File: src/hdl/swvr_pkg.sv
// Shared types and constants for the stack with value removal.
// No dependencies; used by every module of the block.
package swvr_pkg;

    localparam int OP_BITS     = 2;
    localparam int STATUS_BITS = 2;
    localparam int COUNT_BITS  = 5;
    localparam int OUT_BITS    = 32;

    typedef enum logic [OP_BITS-1:0] {
        OP_PUSH   = 2'd0,
        OP_POP    = 2'd1,
        OP_REMOVE = 2'd2
    } op_t;

    typedef enum logic [STATUS_BITS-1:0] {
        ST_OK        = 2'd0,
        ST_FULL      = 2'd1,
        ST_EMPTY     = 2'd2,
        ST_NOT_FOUND = 2'd3
    } status_t;

    // Per-cycle commands broadcast to every cell of the row.
    typedef struct packed {
        logic push;    // shift toward the bottom, load value into the top cell
        logic pop;     // shift toward the top
        logic remove;  // shift toward the top from the first match on
    } cell_ctrl_t;

endpackage

File: src/hdl/stack_with_value_removal_core.sv
// Top level of the bounded LIFO stack with delete-by-value.
// Depends on swvr_pkg and swvr_row (which instantiates swvr_cell).
//
// Bounded LIFO stack of DEPTH words. Each request transfer carries an op
// (push, pop, remove topmost matching value) and a value; each one yields
// exactly one result transfer with the popped value (zero unless a pop
// succeeds), a status (ok, full, empty, not found) and the entry count after
// the operation. Words are stored and compared in the low WORD_BITS bits of
// s_value; m_read_value carries the stored word zero-extended. Op code three
// leaves the stack unchanged and reports ok. The stack lives in a row of
// DEPTH cells with the top in cell 0: push shifts every cell one place down,
// pop shifts one place up, and remove shifts up every cell from the first
// match on, so the match search and the shift finish in the same cycle as
// the request. Throughput is one request per clock unless results stall; the
// result appears in the output register in the cycle after the transfer.
// The cycle time is set by the match ripple through the DEPTH cells of the
// row. Stored words have no reset; only occupied cells are ever read or compared.
module stack_with_value_removal_core #(
    parameter int DEPTH     = 16,
    parameter int WORD_BITS = 32
) (
    input  logic                                 aclk,
    input  logic                                 aresetn,
    input  logic                                 s_valid,
    output logic                                 s_ready,
    input  logic [swvr_pkg::OP_BITS-1:0]         s_op,
    input  logic signed [31:0]                   s_value,
    output logic                                 m_valid,
    input  logic                                 m_ready,
    output logic signed [swvr_pkg::OUT_BITS-1:0] m_read_value,
    output logic [swvr_pkg::STATUS_BITS-1:0]     m_status,
    output logic [swvr_pkg::COUNT_BITS-1:0]      m_count
);

    localparam int CNT_W = $clog2(DEPTH + 1);

    logic                      accept;
    logic [WORD_BITS-1:0]      word;
    logic [WORD_BITS-1:0]      top_data;
    logic                      found;
    logic                      full;
    logic                      empty;
    swvr_pkg::cell_ctrl_t      ctrl;
    swvr_pkg::status_t         status;
    logic [WORD_BITS-1:0]      read_word;

    logic [CNT_W-1:0]          fill_reg;
    logic [CNT_W-1:0]          fill_next;
    logic                      m_valid_reg;
    logic                      m_valid_next;
    logic [WORD_BITS-1:0]      read_reg;
    swvr_pkg::status_t         status_reg;
    logic [CNT_W-1:0]          count_reg;

    // Take a new request whenever the output register is empty or drains now.
    assign s_ready = !m_valid_reg || m_ready;
    assign accept  = s_valid && s_ready;

    // Fit the request value to the stored word width.
    if (WORD_BITS <= 32) begin : g_in_narrow
        assign word = s_value[WORD_BITS-1:0];
    end else begin : g_in_wide
        assign word = {{(WORD_BITS-32){1'b0}}, s_value};
    end

    assign full  = (fill_reg == CNT_W'(DEPTH));
    assign empty = (fill_reg == '0);

    // Decode the request; drive the cell row only for transfers that change state.
    always_comb begin
        ctrl      = '0;
        status    = swvr_pkg::ST_OK;
        read_word = '0;
        fill_next = fill_reg;
        case (s_op)
            swvr_pkg::OP_PUSH: begin
                if (full) begin
                    status = swvr_pkg::ST_FULL;
                end else begin
                    ctrl.push = accept;
                    fill_next = fill_reg + CNT_W'(1);
                end
            end
            swvr_pkg::OP_POP: begin
                if (empty) begin
                    status = swvr_pkg::ST_EMPTY;
                end else begin
                    ctrl.pop  = accept;
                    read_word = top_data;
                    fill_next = fill_reg - CNT_W'(1);
                end
            end
            swvr_pkg::OP_REMOVE: begin
                if (!found) begin
                    status = swvr_pkg::ST_NOT_FOUND;
                end else begin
                    ctrl.remove = accept;
                    fill_next   = fill_reg - CNT_W'(1);
                end
            end
            default: begin
                // Unused op: hold the stack, report ok.
                status = swvr_pkg::ST_OK;
            end
        endcase
    end

    swvr_row #(
        .DEPTH    (DEPTH),
        .WORD_BITS(WORD_BITS),
        .CNT_W    (CNT_W)
    ) u_row (
        .aclk    (aclk),
        .ctrl    (ctrl),
        .value   (word),
        .count   (fill_reg),
        .top_data(top_data),
        .found   (found)
    );

    // Output valid: set on a request transfer, drop once the result is taken.
    always_comb begin
        m_valid_next = m_valid_reg;
        if (accept) begin
            m_valid_next = 1'b1;
        end else if (m_ready) begin
            m_valid_next = 1'b0;
        end
    end

    always_ff @(posedge aclk) begin
        if (!aresetn) begin
            fill_reg    <= '0;
            m_valid_reg <= 1'b0;
        end else begin
            m_valid_reg <= m_valid_next;
            if (accept) begin
                fill_reg <= fill_next;
            end
        end
    end

    // Result payload; advance only on a request transfer.
    always_ff @(posedge aclk) begin
        if (accept) begin
            read_reg   <= read_word;
            status_reg <= status;
            count_reg  <= fill_next;
        end
    end

    assign m_valid  = m_valid_reg;
    assign m_status = status_reg;

    if (WORD_BITS >= swvr_pkg::OUT_BITS) begin : g_out_wide
        assign m_read_value = read_reg[swvr_pkg::OUT_BITS-1:0];
    end else begin : g_out_narrow
        assign m_read_value = {{(swvr_pkg::OUT_BITS-WORD_BITS){1'b0}}, read_reg};
    end

    if (CNT_W >= swvr_pkg::COUNT_BITS) begin : g_cnt_wide
        assign m_count = count_reg[swvr_pkg::COUNT_BITS-1:0];
    end else begin : g_cnt_narrow
        assign m_count = {{(swvr_pkg::COUNT_BITS-CNT_W){1'b0}}, count_reg};
    end

endmodule

File: src/hdl/swvr_cell.sv
// One stack cell: holds a word, compares it to the request value and shifts.
// Depends on swvr_pkg.
module swvr_cell #(
    parameter int WORD_BITS = 32,
    parameter int CNT_W     = 5,
    parameter int IDX       = 0
) (
    input  logic                  aclk,
    input  swvr_pkg::cell_ctrl_t  ctrl,
    input  logic [WORD_BITS-1:0]  value,
    input  logic [CNT_W-1:0]      count,
    input  logic [WORD_BITS-1:0]  prev_data,
    input  logic [WORD_BITS-1:0]  next_data,
    input  logic                  found_in,
    output logic [WORD_BITS-1:0]  data,
    output logic                  found_out
);

    logic [WORD_BITS-1:0] data_reg;
    logic [WORD_BITS-1:0] data_next;
    logic                 occupied;

    assign occupied  = (count > CNT_W'(IDX));
    // Found at this cell or at one nearer the top.
    assign found_out = found_in | (occupied && (data_reg == value));
    assign data      = data_reg;

    always_comb begin
        data_next = data_reg;
        if (ctrl.push) begin
            data_next = prev_data;
        end else if (ctrl.pop || (ctrl.remove && found_out)) begin
            data_next = next_data;
        end
    end

    always_ff @(posedge aclk) begin
        data_reg <= data_next;
    end

endmodule

File: src/hdl/swvr_row.sv
// Row of DEPTH stack cells, top of stack in cell 0.
// Depends on swvr_pkg and swvr_cell.
module swvr_row #(
    parameter int DEPTH     = 16,
    parameter int WORD_BITS = 32,
    parameter int CNT_W     = 5
) (
    input  logic                  aclk,
    input  swvr_pkg::cell_ctrl_t  ctrl,
    input  logic [WORD_BITS-1:0]  value,
    input  logic [CNT_W-1:0]      count,
    output logic [WORD_BITS-1:0]  top_data,
    output logic                  found
);

    logic [WORD_BITS-1:0] cell_data [DEPTH];
    logic [DEPTH:0]       found_chain;

    assign found_chain[0] = 1'b0;

    for (genvar i = 0; i < DEPTH; i++) begin : g_cell
        logic [WORD_BITS-1:0] prev_d;
        logic [WORD_BITS-1:0] next_d;

        if (i == 0) begin : g_first
            assign prev_d = value;
        end else begin : g_mid
            assign prev_d = cell_data[i-1];
        end

        // The bottom cell has nothing below it; hold.
        if (i == DEPTH - 1) begin : g_last
            assign next_d = cell_data[i];
        end else begin : g_inner
            assign next_d = cell_data[i+1];
        end

        swvr_cell #(
            .WORD_BITS(WORD_BITS),
            .CNT_W    (CNT_W),
            .IDX      (i)
        ) u_cell (
            .aclk     (aclk),
            .ctrl     (ctrl),
            .value    (value),
            .count    (count),
            .prev_data(prev_d),
            .next_data(next_d),
            .found_in (found_chain[i]),
            .data     (cell_data[i]),
            .found_out(found_chain[i+1])
        );
    end

    assign top_data = cell_data[0];
    assign found    = found_chain[DEPTH];

endmodule

File: config.mk
export PLATFORM = sky130hd
export DESIGN_NAME = stack_with_value_removal_core
export DESIGN_NICKNAME = d
export VERILOG_FILES = /design/src/hdl/swvr_pkg.sv /design/src/hdl/stack_with_value_removal_core.sv /design/src/hdl/swvr_cell.sv /design/src/hdl/swvr_row.sv
export SDC_FILE = /design/constraint.sdc
export NUM_CORES = 2
export LEC_CHECK = 0
export BUFFER_PORTS_ARGS = -buffer_cell sky130_fd_sc_hd__buf_2
export CAP_MARGIN = 10
export CORE_MARGIN = 8
export CORE_UTILIZATION = 55
export DETAILED_ROUTE_END_ITERATION = 7
export PLACE_DENSITY = 0.82
export REMOVE_ABC_BUFFERS = 1
export SETUP_SLACK_MARGIN = 0.05
export SYNTH_ARGS = -nofsm -noshare
export SYNTH_HDL_FRONTEND = slang
export SYNTH_SLANG_ARGS = --single-unit
File: constraint.sdc
create_clock -name aclk -period 6.2 [get_ports aclk]
set_input_delay 0.31 -clock aclk [delete_from_list [all_inputs] [get_ports aclk]]
set_output_delay 0.31 -clock aclk [all_outputs]
set_load 0.005 [all_outputs]
After elaboration in Yosys (flattened, before gate mapping)
Cells that the tools add are included.
- add/subtract/negate cells: 2
- order comparisons: 16
- eq/ne operators: 19
- multiplexer cells: 46
- bitwise gates (word level): 16
- reductions and logical operators: 68
- operators with widths (cell ; count):
    32-bit two-way mux ; 30
    32-bit == test ; 16
    5-bit by 4-bit > comparator with 1-bit output, second input constant ; 8
    1-bit logical AND ; 32
    2-bit nonzero test ; 16
    5-bit by 3-bit > comparator with 1-bit output, second input constant ; 4
    1-bit logical OR ; 16
    5-bit two-way mux ; 3
    1-bit OR ; 15
    5-bit case mux with 3 select lines ; 1
    5-bit by 1-bit > comparator with 1-bit output, second input constant ; 2
    5-bit by 2-bit > comparator with 1-bit output, second input constant ; 2
    1-bit two-way mux ; 9
    2-bit case mux with 3 select lines ; 1
    5-bit by 1-bit adder with 5-bit output, second input constant ; 1
    5-bit == test, second input constant ; 1
    5-bit logical NOT ; 1
    5-bit by 1-bit subtractor with 5-bit output, second input constant ; 1
    2-bit two-way mux ; 2
    2-bit by 1-bit == test with 1-bit output, second input constant ; 1
    2-bit == test, second input constant ; 1
    2-bit logical NOT ; 1
    2-bit OR reduction ; 1
    1-bit logical NOT ; 1
    1-bit NOT ; 1
- bits in registers: 557
- bits of input ports: 38
- output and inout bits: 41
- logic and storage cells: 188

Logic depth before layout (Yosys ltp)
- depth in word-level cells: 23
- depth in mapped cells: 13
- depth with buffers taken out: 11

Cells and area by module
Synthesis repeated with hierarchy kept, for this count alone.
- cells, all modules: 2039
- area, all modules: 29851.1 sq um
- modules (own cells, without submodules) (module ; instances ; cells each ; area an instance (sq um) ; seq. area each (sq um)):
    swvr_cell at u_row.g_cell[14].u_cell ... ; 2 ; 119 ; 1742.9 ; 960.9
    swvr_cell at u_row.g_cell[11].u_cell ... ; 2 ; 116 ; 1722.9 ; 960.9
    stack_with_value_removal_core ; 1 ; 162 ; 2075.7 ; 1291.2
    swvr_cell at u_row.g_cell[1].u_cell ; 1 ; 116 ; 1757.9 ; 960.9
    swvr_cell at u_row.g_cell[12].u_cell ; 1 ; 115 ; 1747.9 ; 960.9
    swvr_cell at u_row.g_cell[4].u_cell ; 1 ; 117 ; 1744.2 ; 960.9
    swvr_cell at u_row.g_cell[8].u_cell ; 1 ; 117 ; 1742.9 ; 960.9
    swvr_cell at u_row.g_cell[0].u_cell ; 1 ; 119 ; 1735.4 ; 960.9
    swvr_cell at u_row.g_cell[10].u_cell ; 1 ; 117 ; 1735.4 ; 960.9
    swvr_cell at u_row.g_cell[5].u_cell ; 1 ; 123 ; 1735.4 ; 960.9
    swvr_cell at u_row.g_cell[9].u_cell ; 1 ; 115 ; 1735.4 ; 960.9
    swvr_cell at u_row.g_cell[13].u_cell ; 1 ; 116 ; 1730.4 ; 960.9
    swvr_cell at u_row.g_cell[2].u_cell ; 1 ; 118 ; 1730.4 ; 960.9
    swvr_cell at u_row.g_cell[15].u_cell ; 1 ; 118 ; 1726.7 ; 960.9
    +2 rows ; - ; - ; - ; -

Worst setup path before layout
Ideal clock, no wire load.
- path type: input port to flip-flop
- start: input port s_value[26]
- end: register u_row.g_cell[9].u_cell.data_reg[0] (enable)
- library setup time: 0.466 ns
- arrival time: 4.214 ns
- required time: 5.734 ns
- setup slack: 1.521 ns
- cell stages on the path: 10
- cell sequence: buf_2 > buf_4 > xnor2_1 > nand4_1 > nor4_1 > nand4_1 > o21ai_1 > nor3_4 > and3_1 > o21ai_0
- longest elaborated chain between the ends: 22
- elaborated cells on any way between the ends: 52
- those cells by class: 16 x eq/ne; 2 x mux; 15 x bitwise; 19 x reduce/logical
- RTL lines (what ; line ; source):
    start: declaration ; stack_with_value_removal_core.sv:27 ; input logic signed [31:0] s_value,
    32-bit == test ; swvr_cell.sv:25 ; assign found_out = found_in | (occupied && (data_reg == value));
    1-bit logical AND ; swvr_cell.sv:25 ;
    1-bit OR (15 in series) ; swvr_cell.sv:25 ;
    1-bit two-way mux ; stack_with_value_removal_core.sv:94 ; if (!found) begin
    1-bit two-way mux ; stack_with_value_removal_core.sv:75 ; case (s_op)
    1-bit logical AND (*) ; swvr_cell.sv:32 ; end else if (ctrl.pop || (ctrl.remove && found_out)) begin
    1-bit logical OR (*) ; swvr_cell.sv:32 ;
    2-bit nonzero test (no line) (*) ; - ;
    end signal: assignment ; swvr_cell.sv:38 ; data_reg <= data_next;
    end: declaration ; swvr_cell.sv:19 ; logic [WORD_BITS-1:0] data_reg;
Every way passes the cells marked *; elsewhere a longest branch is shown, timed or not.
A chain may end at the register's enable or synchronous reset.

Worst setup path in the final report
- start: register fill_reg[0]
- end: register u_row.g_cell[4].u_cell.data_reg[17], data pin
- longest elaborated chain between the ends: 4
- RTL lines (what ; line ; source):
    start: declaration ; stack_with_value_removal_core.sv:47 ; logic [CNT_W-1:0] fill_reg;
    start signal: assignment ; stack_with_value_removal_core.sv:138 ; fill_reg <= fill_next;
    5-bit == test ; stack_with_value_removal_core.sv:66 ; assign full = (fill_reg == CNT_W'(DEPTH));
    1-bit two-way mux ; stack_with_value_removal_core.sv:77 ; if (full) begin
    1-bit two-way mux ; stack_with_value_removal_core.sv:75 ;
    32-bit two-way mux ; swvr_cell.sv:30 ; if (ctrl.push) begin
    via u_row.g_cell[4].u_cell.data_next[17] ; swvr_cell.sv:20 ; logic [WORD_BITS-1:0] data_next;
    end signal: assignment ; swvr_cell.sv:38 ;
    end: declaration ; swvr_cell.sv:19 ;
The timed path passes the listed nets, and every way through them passes these cells.

==> flow_summary.json <==
{
  "stdcell_area_um2": 32400,
  "setup_total_negative_slack_ns": 0,
  "worst_setup_hold_path_clk_slew_ns": 0.07,
  "max_freq_ghz": 0.220,
  "number_of_flip_flops_in_the_largest_register": 512,
  "cts_inserted_buffers": 56,
  "delay_of_the_slowest_critical_path_stage_ns": 0.90,
  "clock_skew_ns": 0.0244,
  "power_leakage_uw": 0.0131,
  "drive_above_1_share_pct": 7.08,
  "avgSynthCellArea_um2": 9.71,
  "row_count": 85,
  "chipHeight_um": 249,
  "critPathKind": "reg2reg",
  "slew_headroom_pct": 15.0,
  "async_flop_share_pct": 0,
  "core_area_um2": 53800,
  "synth.cell_area_um2": 29900,
  "io_pins": 79,
  "grt_setup_unrepaired": "false",
  "critical_path.startpoint_type": "register",
  "final_core_utilization_pct": 60.2,
  "commonest_non_fill_non_tap_cells_in_the_layout": "sky130_fd_sc_hd__nand2_1 (1463), sky130_fd_sc_hd__edfxtp_1 (551), sky130_fd_sc_hd__xor2_1 (331), sky130_fd_sc_hd__xnor2_1 (183), sky130_fd_sc_hd__nor4_1 (87)",
  "drt-pass1-iter-count": 6,
  "drv_cap": 0,
  "die-width_um": 249,
  "critical-path-top-delay-family": "buffers and inverters",
  "route.vias.total": 23000,
  "area_delta_synth_final_pct": 8.29,
  "cp.buffers_inverters": 3,
  "number_of_h_tree_levels": 2,
  "timing.final.crit_period_ns": 4.55,
  "endpoint_kind": "register",
  "synth-compound-area-share_pct": 1.97,
  "finalMaxSlewViolations": 0,
  "post_layout_net_count": 3111,
  "place_congestion": 0.988,
  "ctsLongestPathBuffers": 3,
  "synth_cell_type_count": 63,
  "drc": 0,
  "dominantRegCellSynth": "sky130_fd_sc_hd__edfxtp_1",
  "max_slew.worst_pin.slew_ns": 1.28,
  "post_synth_fa_ha_maj_area_fraction_pct": 0.251,
  "power_per_cell_area_nw_per_um2": 275,
  "dpl_worst_slack_ns": 1.73,
  "synth-seq-cells": 557,
  "first_iter_violations": 3754,
  "synth-edff-count": 551,
  "floorplan_die_area_um2": 62100,
  "clock_tree_from_tritoncts": "built",
  "synth_cells": 3080,
  "worstSkewPairLatency_ns": 0.63,
  "half_perimeter_wire_length_after_detailed_placement_mm": 62.1,
  "detail_route.vias_per_cell": 6.04,
  "mostFrequentLayoutCell": "sky130_fd_sc_hd__nand2_1",
  "crit_path_cell_trace": "inv_1 > ha_1 > nand3_1 > and2_0 > nand2_4 > inv_8 > buf_4 > nand2_1 > nand2_1",
  "yosys.area_share.xor_xnor_pct": 15.1,
  "global_route.usage.total_pct": 27.6,
  "synthMuxAreaShare_pct": 0.0377,
  "buffer_ports.inserted": 78,
  "timing_hold_violations_final": 0,
  "initial_utilization_pct": 55.6,
  "cts.repair.resized": 0,
  "drt-wirelength-per-cell_um": 23.5,
  "first_pass_grt_wire_length_mm": 132,
  "dpl-instance-area_um2": 30600,
  "crit_path_top_delay_cell": "sky130_fd_sc_hd__inv_8",
  "cp.arrival_ns": 5.03,
  "routed_wl_mm": 89.5,
  "critPathMaxFanout": 170,
  "antennaDiodeCount": 0,
  "yosys_warnings": 0,
  "holdCritPathClass": "in2reg",
  "run_status": "completed",
  "setup_failing_eps_final": 0,
  "fin_ws_ns": 1.65,
  "ant_nets": 0,
  "synthSimpleGateAreaFrac_pct": 23.5,
  "max-vdd-ir-drop_v": 0.000251,
  "cp.required_ns": 6.68,
  "number_of_antenna_violations_at_the_first_check_in_global_routing": 0,
  "grt_pass1_vias": 21800,
  "cell_with_the_most_instances_on_the_worst_path": "sky130_fd_sc_hd__nand2_1",
  "global_route.overflow_total": 0,
  "cts_root_buffer": "sky130_fd_sc_hd__clkbuf_16",
  "synth_top_family_by_area": "simple AND/OR/NAND/NOR gates",
  "synth-seq-area-share_pct": 55.7,
  "timing.final.crit_share_pct": 73.4,
  "pin_count_of_the_biggest_net_entering_global_routing": 209,
  "numClockSinks": 557
}
power breakdown:
part | switching (uW) | internal, uW | total (uW)
sequential | 177 | 4360 | 4540
combinational | 640 | 303 | 943
clock | 1470 | 1950 | 3420
final timing paths:
kind / start / endpoint / slack, ns / cells past startpoint
setup / recovery: fill_reg[0] / u_row.g_cell[4].u_cell.data[17] / 1.65 / 9
hold / removal: m_ready / m_valid / 0.03 / 3
setup reg to reg: fill_reg[0] / u_row.g_cell[4].u_cell.data[17] / 1.65 / 9
hold reg to reg: u_row.g_cell[14].u_cell.data[5] / u_row.g_cell[15].u_cell.data[5] / 0.49 / 0
metrics by stage:
step           hold slack [ns]  power [uW]  std cells
3_5_place_dp             0.488        5520       3703
3_3_place_gp             0.480        5500       3703
4_1_cts                 0.0132        8890       3802
6_report                0.0317        8900       3802
5_1_grt                 0.0600        9130       3802
2_1_floorplan            0.444        5160       2893
kinds of logic after synthesis:
logic type | after synthesis
buf+inv | 199
xor+xnor | 514
flops | 557
mux | 1
fa+ha+maj | 6
simple gates | 1716
compound gates | 87
area by class of cell:
cell class | instances | area (um2)
Multi-Input combinational cell | 2324 | 12300
Tap cell | 696 | 871
Inverter | 12 | 52.6
Clock inverter | 34 | 335
Timing Repair Buffer | 116 | 718
Clock buffer | 63 | 1450
Fill cell | 4311 | 21400
Sequential cell | 557 | 16700
tightest hold or removal path, stage by stage:
cell                       delay (ns)
sky130_fd_sc_hd__buf_2           0.07
sky130_fd_sc_hd__nand2b_1        0.12
sky130_fd_sc_hd__a21boi_0        0.09
metal layers:
layer  share of wire (%)  vias to the layer above  track usage (%)
met4                 8.2                        0             19.7
met3                  11                      366             4.97
met5                   0                        -                0
li1                    -                    10100                -
met2                  44                     1730             41.9
met1                  37                    10700             35.4
synth_stat cells (17+ instances only):
cell                       instances  area, um2
sky130_fd_sc_hd__clkbuf_1         93        349
sky130_fd_sc_hd__nand2_1        1464       5500
sky130_fd_sc_hd__nor3_1           17       85.1
sky130_fd_sc_hd__xnor2_1         183       1600
sky130_fd_sc_hd__nor2_1           19       71.3
sky130_fd_sc_hd__xor2_1          331       2900
sky130_fd_sc_hd__edfxtp_1        551      16500
sky130_fd_sc_hd__and2_1           32        200
sky130_fd_sc_hd__buf_2            30        150
sky130_fd_sc_hd__nor4_1           87        544
sky130_fd_sc_hd__o21ai_0          20        100
sky130_fd_sc_hd__buf_4            37        278
sky130_fd_sc_hd__a21oi_1          22        110
sky130_fd_sc_hd__nand4_1          65        407
timing repair:
item | in CTS | in global routing
buffers inserted | 0 | 0
hold endpoints to repair | 2 | 0
hold buffers | 2 | 0
Note: power is estimated with default switching activity, not from simulation.
